**src/sdspi_pkg.sv**
```systemverilog
// Shared types and constants for the SD SPI-mode transaction engine.
// No dependencies.
package sdspi_pkg;

    localparam int unsigned BLOCK_BYTES = 512;
    localparam int unsigned BCW = $clog2(BLOCK_BYTES + 1);

    localparam logic [7:0] BYTE_IDLE    = 8'hFF;
    localparam logic [7:0] CMD_PREFIX   = 8'h40;
    localparam logic [7:0] CRC_CMD0     = 8'h95;
    localparam logic [7:0] CRC_CMD8     = 8'h87;
    localparam logic [7:0] TOKEN_SINGLE = 8'hFE;
    localparam logic [7:0] TOKEN_MULTI  = 8'hFC;
    localparam logic [7:0] TOKEN_STOP   = 8'hFD;
    localparam logic [4:0] DRESP_MASKED_OK = 5'h05;
    localparam logic [5:0] CMD_STOP_TRANS = 6'd12;

    localparam logic [2:0] KIND_CMD      = 3'd0;
    localparam logic [2:0] KIND_RD_SINGLE = 3'd1;
    localparam logic [2:0] KIND_RD_MULTI = 3'd2;
    localparam logic [2:0] KIND_WR_MULTI = 3'd4;

    localparam logic [2:0] ST_OK        = 3'd0;
    localparam logic [2:0] ST_R1_ERR    = 3'd1;
    localparam logic [2:0] ST_RESP_TO   = 3'd2;
    localparam logic [2:0] ST_REJECTED  = 3'd3;
    localparam logic [2:0] ST_BUSY_TO   = 3'd4;

    localparam logic [0:0] OP_START = 1'b0;

    localparam logic [0:0] REG_RESP_LIMIT = 1'b0;
    localparam logic [0:0] REG_BUSY_LIMIT = 1'b1;

    typedef enum logic [3:0] {
        PH_IDLE, PH_CMD, PH_R1, PH_RD_TOKEN, PH_RD_DATA, PH_RD_CRC, PH_STOP,
        PH_STOP_R1, PH_WR_PRE, PH_WR_DATA, PH_WR_CRC, PH_WR_RESP, PH_WR_BUSY,
        PH_WR_FD, PH_WR_FD_SENT, PH_STOP_BUSY
    } phase_t;

    // classified request handed from front to back
    typedef struct packed {
        logic       start;
        logic [2:0] kind;
        logic [5:0] cmd_index;
        logic [31:0] argument;
        logic [7:0] blocks;
        logic [7:0] rx_byte;
        logic [7:0] write_data;
        logic       rx_ff;
        logic       dresp_ok;
    } req_t;

    typedef struct packed {
        logic [7:0] tx_byte;
        logic       chip_select;
        logic       read_valid;
        logic [7:0] read_byte;
        logic       write_taken;
        logic       done_res;
        logic [2:0] status;
        logic [7:0] response;
    } res_t;

    function automatic logic [7:0] frame_byte(input logic [5:0] cmd,
                                              input logic [31:0] arg,
                                              input logic [2:0] n);
        logic [7:0] b;
        unique case (n)
            3'd0: b = CMD_PREFIX | {2'b00, cmd};
            3'd1: b = arg[31:24];
            3'd2: b = arg[23:16];
            3'd3: b = arg[15:8];
            3'd4: b = arg[7:0];
            default: b = (cmd == 6'd0) ? CRC_CMD0 : (cmd == 6'd8) ? CRC_CMD8 : BYTE_IDLE;
        endcase
        return b;
    endfunction

endpackage

```
**src/sdspi_front.sv**
```systemverilog
// Front end: accepts requests, normalizes the start fields and flags received bytes.
// Depends on sdspi_pkg.
module sdspi_front import sdspi_pkg::*; (
    input  logic        aclk,
    input  logic        aresetn,
    input  logic        s_valid,
    output logic        s_ready,
    input  logic        s_op,
    input  logic [2:0]  s_kind,
    input  logic [5:0]  s_cmd_index,
    input  logic [31:0] s_argument,
    input  logic [7:0]  s_block_count,
    input  logic [7:0]  s_rx_byte,
    input  logic [7:0]  s_write_data,
    output logic        q_valid,
    input  logic        q_ready,
    output req_t        q_req
);
    // two-entry queue
    req_t mem_reg [2];
    logic wp_reg, rp_reg;
    logic [1:0] cnt_reg;
    req_t r;
    logic [2:0] k;
    logic push, pop;

    always_comb begin
        k = (s_kind > KIND_WR_MULTI) ? KIND_CMD : s_kind;
        r.start = (s_op == OP_START);
        r.kind = k;
        r.cmd_index = s_cmd_index;
        r.argument = s_argument;
        r.blocks = ((k == KIND_RD_MULTI || k == KIND_WR_MULTI) && s_block_count != 8'd0)
                   ? s_block_count : 8'd1;
        r.rx_byte = s_rx_byte;
        r.write_data = s_write_data;
        r.rx_ff = (s_rx_byte == BYTE_IDLE);
        r.dresp_ok = (s_rx_byte[4:0] == DRESP_MASKED_OK);
    end

    assign s_ready = (cnt_reg != 2'd2);
    assign q_valid = (cnt_reg != 2'd0);
    assign q_req = mem_reg[rp_reg];
    assign push = s_valid && s_ready;
    assign pop = q_valid && q_ready;

    always_ff @(posedge aclk) begin
        if (push) mem_reg[wp_reg] <= r;
        if (!aresetn) begin
            wp_reg <= 1'b0; rp_reg <= 1'b0; cnt_reg <= 2'd0;
        end else begin
            if (push) wp_reg <= ~wp_reg;
            if (pop) rp_reg <= ~rp_reg;
            cnt_reg <= cnt_reg + {1'b0, push} - {1'b0, pop};
        end
    end

`ifndef SYNTHESIS
    a_cnt_range: assert property (@(posedge aclk) disable iff (!aresetn) cnt_reg != 2'd3)
        else $error("queue count out of range");
    a_no_push_full: assert property (@(posedge aclk) disable iff (!aresetn)
        cnt_reg == 2'd2 |-> !push) else $error("push into full queue");
    a_count_step: assert property (@(posedge aclk) disable iff (!aresetn)
        push && !pop && cnt_reg == 2'd0 |=> cnt_reg == 2'd1) else $error("count step");
`endif
endmodule

```
**src/sdspi_back.sv**
```systemverilog
// Back end: the transaction sequencer and the output register.
// Depends on sdspi_pkg.
module sdspi_back import sdspi_pkg::*; (
    input  logic        aclk,
    input  logic        aresetn,
    input  logic        q_valid,
    output logic        q_ready,
    input  req_t        q_req,
    input  logic [7:0]  resp_limit,
    input  logic [15:0] busy_limit,
    output logic        m_valid,
    input  logic        m_ready,
    output res_t        m_res
);
    phase_t phase_reg, phase_next;
    logic [BCW-1:0] bc_reg, bc_next;
    logic [7:0] bl_reg, bl_next;
    logic [15:0] pc_reg, pc_next;
    logic [5:0] cmd_reg, cmd_next;
    logic [31:0] arg_reg, arg_next;
    logic [2:0] kind_reg, kind_next;
    res_t o;
    res_t res_reg;
    logic mv_reg;
    logic fire;
    logic is_read, is_multi, resp_to, busy_to;

    assign q_ready = !mv_reg || m_ready;
    assign fire = q_valid && q_ready;
    assign m_valid = mv_reg;
    assign m_res = res_reg;

    assign is_read = (kind_reg == KIND_RD_SINGLE || kind_reg == KIND_RD_MULTI);
    assign is_multi = (kind_reg == KIND_RD_MULTI || kind_reg == KIND_WR_MULTI);
    assign resp_to = (pc_reg >= {8'd0, resp_limit});
    assign busy_to = (pc_reg >= busy_limit);

    // next state and counters
    always_comb begin
        phase_next = phase_reg; bc_next = bc_reg; bl_next = bl_reg; pc_next = pc_reg;
        cmd_next = cmd_reg; arg_next = arg_reg; kind_next = kind_reg;
        if (q_req.start) begin
            kind_next = q_req.kind; cmd_next = q_req.cmd_index;
            arg_next = q_req.argument; bl_next = q_req.blocks;
            pc_next = 16'd0; bc_next = BCW'(1); phase_next = PH_CMD;
        end else begin
            unique case (phase_reg)
                PH_CMD, PH_STOP: begin
                    if (bc_reg < BCW'(6)) bc_next = bc_reg + BCW'(1);
                    else begin
                        phase_next = (phase_reg == PH_CMD) ? PH_R1 : PH_STOP_R1;
                        pc_next = 16'd1;
                    end
                end
                PH_R1, PH_STOP_R1: begin
                    priority if (q_req.rx_ff) begin
                        if (resp_to) phase_next = PH_IDLE;
                        else pc_next = pc_reg + 16'd1;
                    end else if (phase_reg == PH_STOP_R1 || kind_reg == KIND_CMD
                                 || q_req.rx_byte != 8'd0) phase_next = PH_IDLE;
                    else if (is_read) phase_next = PH_RD_TOKEN;
                    else begin phase_next = PH_WR_PRE; bc_next = BCW'(1); end
                end
                PH_RD_TOKEN: if (q_req.rx_byte == TOKEN_SINGLE) begin
                    phase_next = PH_RD_DATA; bc_next = '0;
                end
                PH_RD_DATA, PH_WR_DATA: begin
                    if (bc_reg + BCW'(1) >= BCW'(BLOCK_BYTES)) begin
                        phase_next = (phase_reg == PH_RD_DATA) ? PH_RD_CRC : PH_WR_CRC;
                        bc_next = '0;
                    end else bc_next = bc_reg + BCW'(1);
                end
                PH_RD_CRC: begin
                    bc_next = bc_reg + BCW'(1);
                    if (bc_reg != '0) begin
                        if (bl_reg != 8'd0) bl_next = bl_reg - 8'd1;
                        if (!is_multi) phase_next = PH_IDLE;
                        else if (bl_reg > 8'd1) phase_next = PH_RD_TOKEN;
                        else begin phase_next = PH_STOP; bc_next = BCW'(1); end
                    end
                end
                PH_WR_PRE: begin
                    if (bc_reg < BCW'(3)) bc_next = bc_reg + BCW'(1);
                    else begin phase_next = PH_WR_DATA; bc_next = '0; end
                end
                PH_WR_CRC: begin
                    if (bc_reg < BCW'(2)) bc_next = bc_reg + BCW'(1);
                    else begin phase_next = PH_WR_RESP; pc_next = 16'd1; end
                end
                PH_WR_RESP: begin
                    priority if (q_req.rx_ff) begin
                        if (resp_to) phase_next = PH_IDLE;
                        else pc_next = pc_reg + 16'd1;
                    end else if (!q_req.dresp_ok) phase_next = PH_IDLE;
                    else begin
                        if (bl_reg != 8'd0) bl_next = bl_reg - 8'd1;
                        phase_next = PH_WR_BUSY; pc_next = 16'd1;
                    end
                end
                PH_WR_BUSY, PH_STOP_BUSY: begin
                    priority if (q_req.rx_ff) begin
                        if (phase_reg == PH_STOP_BUSY || !is_multi) phase_next = PH_IDLE;
                        else if (bl_reg != 8'd0) begin
                            phase_next = PH_WR_PRE; bc_next = '0;
                        end else phase_next = PH_WR_FD;
                    end else if (busy_to) phase_next = PH_IDLE;
                    else pc_next = pc_reg + 16'd1;
                end
                PH_WR_FD: phase_next = PH_WR_FD_SENT;
                PH_WR_FD_SENT: begin phase_next = PH_STOP_BUSY; pc_next = 16'd1; end
                default: phase_next = PH_IDLE;
            endcase
        end
    end

    // result byte
    always_comb begin
        o = '0;
        o.tx_byte = BYTE_IDLE;
        o.chip_select = 1'b1;
        if (q_req.start) begin
            o.tx_byte = frame_byte(q_req.cmd_index, q_req.argument, 3'd0);
        end else begin
            unique case (phase_reg)
                PH_IDLE: o.chip_select = 1'b0;
                PH_CMD: if (bc_reg < BCW'(6)) o.tx_byte = frame_byte(cmd_reg, arg_reg, bc_reg[2:0]);
                PH_STOP: if (bc_reg < BCW'(6))
                    o.tx_byte = frame_byte(CMD_STOP_TRANS, 32'd0, bc_reg[2:0]);
                PH_RD_DATA: begin o.read_valid = 1'b1; o.read_byte = q_req.rx_byte; end
                PH_RD_CRC: if (bc_reg != '0 && is_multi && bl_reg <= 8'd1)
                    o.tx_byte = frame_byte(CMD_STOP_TRANS, 32'd0, 3'd0);
                PH_WR_PRE: if (bc_reg >= BCW'(3))
                    o.tx_byte = is_multi ? TOKEN_MULTI : TOKEN_SINGLE;
                PH_WR_DATA: begin o.tx_byte = q_req.write_data; o.write_taken = 1'b1; end
                PH_WR_FD: o.tx_byte = TOKEN_STOP;
                default: ;
            endcase
            if (phase_reg != PH_IDLE && phase_next == PH_IDLE) begin
                o.chip_select = 1'b0; o.tx_byte = BYTE_IDLE; o.done_res = 1'b1;
                unique case (phase_reg)
                    PH_R1, PH_STOP_R1: begin
                        if (q_req.rx_ff) begin o.status = ST_RESP_TO; o.response = BYTE_IDLE; end
                        else begin
                            o.response = q_req.rx_byte;
                            o.status = (phase_reg == PH_STOP_R1 || kind_reg == KIND_CMD)
                                       ? ST_OK : ST_R1_ERR;
                        end
                    end
                    PH_WR_RESP: begin
                        if (q_req.rx_ff) begin o.status = ST_RESP_TO; o.response = BYTE_IDLE; end
                        else begin o.status = ST_REJECTED; o.response = q_req.rx_byte; end
                    end
                    PH_WR_BUSY, PH_STOP_BUSY: if (!q_req.rx_ff) begin
                        o.status = ST_BUSY_TO; o.response = q_req.rx_byte;
                    end
                    default: ;
                endcase
            end
        end
    end

    always_ff @(posedge aclk) begin
        if (!aresetn) begin
            phase_reg <= PH_IDLE; mv_reg <= 1'b0;
            bc_reg <= '0; bl_reg <= '0; pc_reg <= '0;
            cmd_reg <= '0; arg_reg <= '0; kind_reg <= '0;
        end else begin
            if (fire) begin
                res_reg <= o;
                phase_reg <= phase_next;
                bc_reg <= bc_next; bl_reg <= bl_next; pc_reg <= pc_next;
                cmd_reg <= cmd_next; arg_reg <= arg_next; kind_reg <= kind_next;
            end
            if (fire) mv_reg <= 1'b1;
            else if (m_ready) mv_reg <= 1'b0;
        end
    end

`ifndef SYNTHESIS
    a_done_desel: assert property (@(posedge aclk) disable iff (!aresetn)
        mv_reg && res_reg.done_res |-> !res_reg.chip_select) else $error("done while selected");
    a_done_idle: assert property (@(posedge aclk) disable iff (!aresetn)
        fire && o.done_res |=> phase_reg == PH_IDLE) else $error("done without idle");
    a_one_strobe: assert property (@(posedge aclk) disable iff (!aresetn)
        mv_reg |-> !(res_reg.read_valid && res_reg.write_taken)) else $error("both strobes");
    a_bc_range: assert property (@(posedge aclk) disable iff (!aresetn)
        bc_reg <= BCW'(BLOCK_BYTES)) else $error("byte counter overflow");
`endif
endmodule

```
**src/sd_spi_transaction_engine.sv**
```systemverilog
// A 2-entry queue parts front and back; each result is registered at the back end.
// Throughput: one request per clock, unless m_ready holds off the output register.
// The output register holds a result while the next request is taken.
// Reset: synchronous active-low aresetn returns to idle with default poll limits.
// Top level: APB config registers, front end, back end. Depends on sdspi_pkg.
module sd_spi_transaction_engine import sdspi_pkg::*; (
    input  logic        aclk,
    input  logic        aresetn,
    input  logic        psel,
    input  logic        penable,
    input  logic        pwrite,
    input  logic [2:0]  paddr,
    input  logic [31:0] pwdata,
    output logic [31:0] prdata,
    output logic        pready,
    input  logic        s_valid,
    output logic        s_ready,
    input  logic        s_op,
    input  logic [2:0]  s_kind,
    input  logic [5:0]  s_cmd_index,
    input  logic [31:0] s_argument,
    input  logic [7:0]  s_block_count,
    input  logic [7:0]  s_rx_byte,
    input  logic [7:0]  s_write_data,
    output logic        m_valid,
    input  logic        m_ready,
    output logic [7:0]  m_tx_byte,
    output logic        m_chip_select,
    output logic        m_read_valid,
    output logic [7:0]  m_read_byte,
    output logic        m_write_taken,
    output logic        m_done_res,
    output logic [2:0]  m_status,
    output logic [7:0]  m_response
);
    logic [7:0] resp_limit_reg;
    logic [15:0] busy_limit_reg;
    logic q_valid, q_ready;
    req_t q_req;
    res_t res;
    logic wr;

    assign pready = 1'b1;
    assign wr = psel && penable && pwrite;

    always_ff @(posedge aclk) begin
        if (!aresetn) begin
            resp_limit_reg <= 8'd22;
            busy_limit_reg <= 16'hFFFE;
        end else if (wr && paddr[1:0] == 2'b00) begin
            if (paddr[2] == REG_RESP_LIMIT) resp_limit_reg <= pwdata[7:0];
            else busy_limit_reg <= pwdata[15:0];
        end
    end

    always_comb begin
        prdata = '0;
        if (paddr[1:0] == 2'b00) begin
            if (paddr[2] == REG_BUSY_LIMIT) prdata = {16'd0, busy_limit_reg};
            else prdata = {24'd0, resp_limit_reg};
        end
    end

    sdspi_front u_front (
        .aclk, .aresetn, .s_valid, .s_ready, .s_op, .s_kind, .s_cmd_index, .s_argument,
        .s_block_count, .s_rx_byte, .s_write_data, .q_valid, .q_ready, .q_req
    );

    sdspi_back u_back (
        .aclk, .aresetn, .q_valid, .q_ready, .q_req,
        .resp_limit(resp_limit_reg), .busy_limit(busy_limit_reg),
        .m_valid, .m_ready, .m_res(res)
    );

    assign m_tx_byte = res.tx_byte;
    assign m_chip_select = res.chip_select;
    assign m_read_valid = res.read_valid;
    assign m_read_byte = res.read_byte;
    assign m_write_taken = res.write_taken;
    assign m_done_res = res.done_res;
    assign m_status = res.status;
    assign m_response = res.response;
endmodule

```
**config.mk**
```make
export PLATFORM = sky130hd
export DESIGN_NAME = sd_spi_transaction_engine
export DESIGN_NICKNAME = d
export VERILOG_FILES = /design/src/sdspi_pkg.sv /design/src/sdspi_front.sv /design/src/sdspi_back.sv /design/src/sd_spi_transaction_engine.sv
export SDC_FILE = /design/constraint.sdc
export NUM_CORES = 1
export LEC_CHECK = 0
export BUFFER_PORTS_ARGS = -buffer_cell sky130_fd_sc_hd__clkbuf_2
export CAP_MARGIN = 40
export CORE_ASPECT_RATIO = 1.2
export CORE_UTILIZATION = 55
export DETAILED_ROUTE_END_ITERATION = 10
export MAX_ROUTING_LAYER = met4
export PLACE_DENSITY = 0.77
export SETUP_SLACK_MARGIN = 0.15
export SYNTH_ARGS = -nofsm -noshare
export SYNTH_HDL_FRONTEND = slang
export SYNTH_SLANG_ARGS = --single-unit
```
**constraint.sdc**
```tcl
create_clock -name aclk -period 9.8 [get_ports aclk]
set_input_delay 0.98 -clock aclk [delete_from_list [all_inputs] [get_ports aclk]]
set_output_delay 0.98 -clock aclk [all_outputs]
set_load 0.01 [all_outputs]
```
[Word-level counts from Yosys, hierarchy flattened]
Memory sizes are Yosys's and may differ from the RTL's. A register that Yosys moved wholly into a read port is not among the register bits.
Index checks and enable logic that the tools add are counted.
W data, S select, Z words.
Storage, ports and cells
  bits in writable memories: 136
  output and inout bits: 66
  input port bits: 108
  memories kept: 1
  register bits after elaboration: 139
Cells by class
  reductions and logical operators: 49
  equal/unequal tests: 47
  bitwise logic cells: 6
  order comparisons: 10
  mux-type cells: 85
  add/subtract/negate cells: 5
Memory list
  u_front.mem_reg: depth 2, bits a word 68, read ports 1, clocked after Yosys merged registers in 1, wr ports 1, line sdspi_front.sv:20  | req_t mem_reg [2];
Operator list (count)
  $mux W16: 11
  $mux W10: 15
  $pmux W16 S6: 1
  $mux W8: 11
  $pmux W10 S8: 1
  $mux W4: 18
  $pmux W8 S6: 1
  $pmux W4 S11: 1
  $pmux W8 S5: 1
  $pmux W11 S3: 1
  $eq A4 B4 Y1 const B: 8
  $pmux W8 S2: 2
  $mux W9: 3
  $ne A3 B3 Y1 const B: 9
  $ne A3 B2 Y1 const B: 8
  $reduce_bool A8 Y1: 3
  $mux W11: 2
  $lt A10 B2 Y1 const B: 2
  $add A16 B1 Y16 const B: 1
  $eq A4 B3 Y1 const B: 4
  $eq A8 B8 Y1 const B: 2
  $ge A16 B16 Y1: 1
  $ge A16 B8 Y1: 1
  $reduce_or A2 Y1: 7
  44 further kinds: 88

[Depth between registers and ports, before layout]
  depth after elaboration: 12
  depth in mapped cells: 12

[By module]
A second synthesis with hierarchy kept.
Second synthesis, totals
  cells, all modules: 1256
  area, all modules: 13437.9 µm²
Modules (own cells, without submodules)
  sdspi_back: cells each 834, area each 6692.7 µm², instances 1, seq. area each 2532.4 µm²
  sdspi_front: cells each 258, area each 5356.4 µm², instances 1, seq. area each 4184.0 µm²
  sd_spi_transaction_engine: cells each 164, area each 1388.8 µm², instances 1, seq. area each 480.5 µm²

[Worst setup path after synthesis]
No wires, ideal clock.
  path type: in2reg
  start point: input port s_valid
  end point: memory u_front.mem_reg[0][0] (netlist bit) (enable)
  data arrival time: 3910 ps
  library setup time: 494 ps
  required time: 9306 ps
  setup slack: 5396 ps
  cell stages on the path: 2
  path through: nand2_1 > nor2_1
On the way
  cells in the longest elaborated chain, start to end: 3
RTL lines
  start: declaration: line sd_spi_transaction_engine.sv:16  | input logic s_valid,
  $logic_and A1 B1 Y1: line sdspi_front.sv:44  | assign push = s_valid && s_ready;
  $mux W1: line sdspi_front.sv:48  | if (push) mem_reg[wp_reg] <= r;
  $mux W1 (implied by the code): line sdspi_front.sv:48
  end: declaration: line sdspi_front.sv:20
No other way between the ends.

[Worst setup path in the final report]
  start point: register u_back.bc_reg[2]
  end point: register u_back.bc_reg[7]
On the way
  cells in the longest elaborated chain, start to end: 6
  elaborated cells between the ends (all ways): 18
  classes of those cells: 1 x add/sub; 4 x order compare; 2 x eq/ne; 9 x mux; 2 x reduce/logical
RTL lines
  start: declaration: line sdspi_back.sv:16  | logic [BCW-1:0] bc_reg, bc_next;
  start signal: assignment: line sdspi_back.sv:171  | bc_reg <= bc_next; bl_reg <= bl_next; pc_reg <= pc_next;
  branches (longest 6 deep; another with $add A10 B1 Y10)
Several ways; the timed one is not identified. The select of a mux whose other input is x is not followed.
A chain may end at the register's enable or synchronous reset.

==> results.txt <==
Seq/Total Area, Yosys: 54.81%
pin count of the biggest net entering global routing: 78
num rows: 61
routability cong.: 0.9310
PD cells: 243.7 nW/um^2
fraction of layout cells with a size suffix above 1: 15.82%
most common flop cell mapped by yosys: edfxtp_1
Synth Instances: 1250
cts-stage hold buffer count: 0
number of CTS-inserted buffers: 28
Pre-antenna DRT Iters: 6
fmax: 0.2934 GHz
MaxCap Viol Count: 0
Worst Setup Slack, final: 6.391 ns
fin crit period: 3.409 ns
CP arrival: 3.87 ns
starting density of the core: 56.41%
asr flop ratio synth: 0%
final hold vios: 0
kind of critical path: register to register
initial antenna violation count: 0
Final setup viols: 0
commonest non-fill, non-tap cell in the layout: edfxtp_1
max reg flops: 136
fin nets: 1504
Cell Area, Synth: 13130 sq um
TritonCTS clock tree: built
Avg Cell Area, Syn: 10.51 sq um
CP endpoint kind: register
GR Util met2: 45.26%
clock buffer depth: 3
Post-Route WL: 29960 microns
most used routing layer: met2
synthesis-to-finish area growth: 13.76%
met1 usage: 28.59%
Vias/cell: 5.882
RSZ-0062 raised after global routing: false
Lkg Pwr: 5.740 nW
1st-iter DRT viols: 605
Rel. slew slack: 40.63%
routed vias: 9994
CTS resizes: 0
first-pass GRT wire length: 47030 microns
Post-Place Setup Slack: 6.172 ns
Yosys cell types: 78
clk sinks: 276
Worst setup SP type: register
clk_lat worst skew: 0.53 ns
antenna diode count: 0
CTS clock-pin slew for the worst setup and hold paths: 0.06 ns
Worst Clk Skew: 0.005786 ns
drt wl/cell: 17.63 microns
Port Buffers: 140
HPWL after DPL: 20710 microns
Ports: 174
GR Util met3: 2.951%
Setup TNS: 0 ns
Fin Hold WS: 0.4756 ns
chip width: 143.1 microns
VDD IR-drop max: 194.2 uV
root buffer cell: clkbuf_16
most frequent cells in the layout: 167 x edfxtp_1, 142 x nor2_1, 140 x clkbuf_2, 108 x dfxtp_1, 94 x nand2_1
Post-synth EDFFs: 167
post-route ant nets: 0
die height: 171.3 microns
Hold Crit Class: register to register
vias in the first global route: 9450
status: finished clean
Worst EP required: 10.26 ns
Core Footprint: 23280 sq um
Post-CTS Setup Bufs: 0
worst slew pin tran: 0.8894 ns
YS warnings: 0
drt drc: 0
fin cells: 1699
die area: 24500 sq um
GRT Total Usage: 25.05%
H-Tree Depth: 1
final critical-path share of the clock period: 34.78%
GR Overflow Total: 0
Final Max Slew Viols: 0
total power: 3.640 mW
Seq cells post-synth: 276
placed instance count: 1647
CP Max Fanout: 26
[report_power, final]
| part | switching (mW) | leakage [nW] | internal [mW] |
|---|---|---|---|
| logic | 0.653 | 2.86 | 0.374 |
| registers | 0.137 | 2.45 | 1.46 |
| clock network | 0.426 | 0.430 | 0.591 |
[cell families (layout without fill, tap and decap cells)]
| family | after synthesis | after routing | share of synthesized area, % |
|---|---|---|---|
| AND/OR/NAND/NOR | 435 | 435 | 16.03 |
| flip-flops | 276 | 276 | 54.81 |
| other | 2 | 17 | 0.05719 |
| multiplexers | 81 | 81 | 6.212 |
| buffers and inverters | 130 | 249 | 4.393 |
| adder cells (fa/ha/maj) | 34 | 34 | 3.240 |
| XOR/XNOR | 13 | 13 | 0.8671 |
| AO/OA/AOI/OAI | 279 | 279 | 14.40 |
[per-stage QoR]
step	cell area (sq um)	util, %
finish	14940	64.17
global route	14940	64.17
CTS	14940	64.17
detailed placement	14050	60.37
global placement	13970	60.01
floorplan	13190	-
[synth_stat cells (all sizes together) (7+ instances only)]
library cell	count	area, sq um
a211oi	50	375.4
a21oi	57	285.3
a22oi	8	60.06
a31oi	12	75.07
and2	14	87.59
and3	16	100.1
buf	32	209.0
clkbuf	56	210.2
dfxtp	109	2182
edfxtp	167	5015
ha	34	425.4
inv	40	150.1
mux2i	77	770.7
nand2	94	352.8
nand2b	13	88.83
nand3	42	210.2
nand4	11	68.82
nor2	145	544.3
nor2b	12	75.07
nor3	30	155.1
nor4	21	146.4
o211ai	20	150.1
o21ai	51	255.2
o22ai	9	56.30
or3	7	43.79
xnor2	8	70.07
[worst paths after layout]
path | slack [ns] | end | depth (start not counted) | start
max | 6.39 | u_back.bc_reg[7] | 8 | u_back.bc_reg[2]
min | 0.48 | u_back.bl_reg[7] | 2 | u_back.bl_reg[7]
max reg2reg | 6.39 | u_back.bc_reg[7] | 8 | u_back.bc_reg[2]
min reg2reg | 0.48 | u_back.bl_reg[7] | 2 | u_back.bl_reg[7]
[critical path: stages (launching register included)]
cell and delay (ns):
dfxtp_1 0.90, nand3_1 0.27, nor3_2 0.37, xor2_1 0.18, or3_1 0.40, a21oi_1 0.51, nand2b_4 0.13, or4_1 0.42
a21oi_1 0.15
[final cells by class]
class,instances,area [sq um]
clock buffers,34,744.5
clock inverters,18,140.1
fillers,1861,8341
inverters,42,157.7
multi-input cells,859,5433
flip-flops and latches,276,7201
well taps,315,394.1
repair buffers,155,868.3
[layer usage]
layer / vias to the layer above / share of wire, % / wire length (microns)
met1: 4736 / 39 / 11650
met4: 0 / 2.6 / 775
li1: 4860 / - / -
met2: 340 / 53 / 15990
met5: - / 0 / 0
met3: 58 / 5.1 / 1540
No activity file was read; power rests on OpenSTA's default activity.
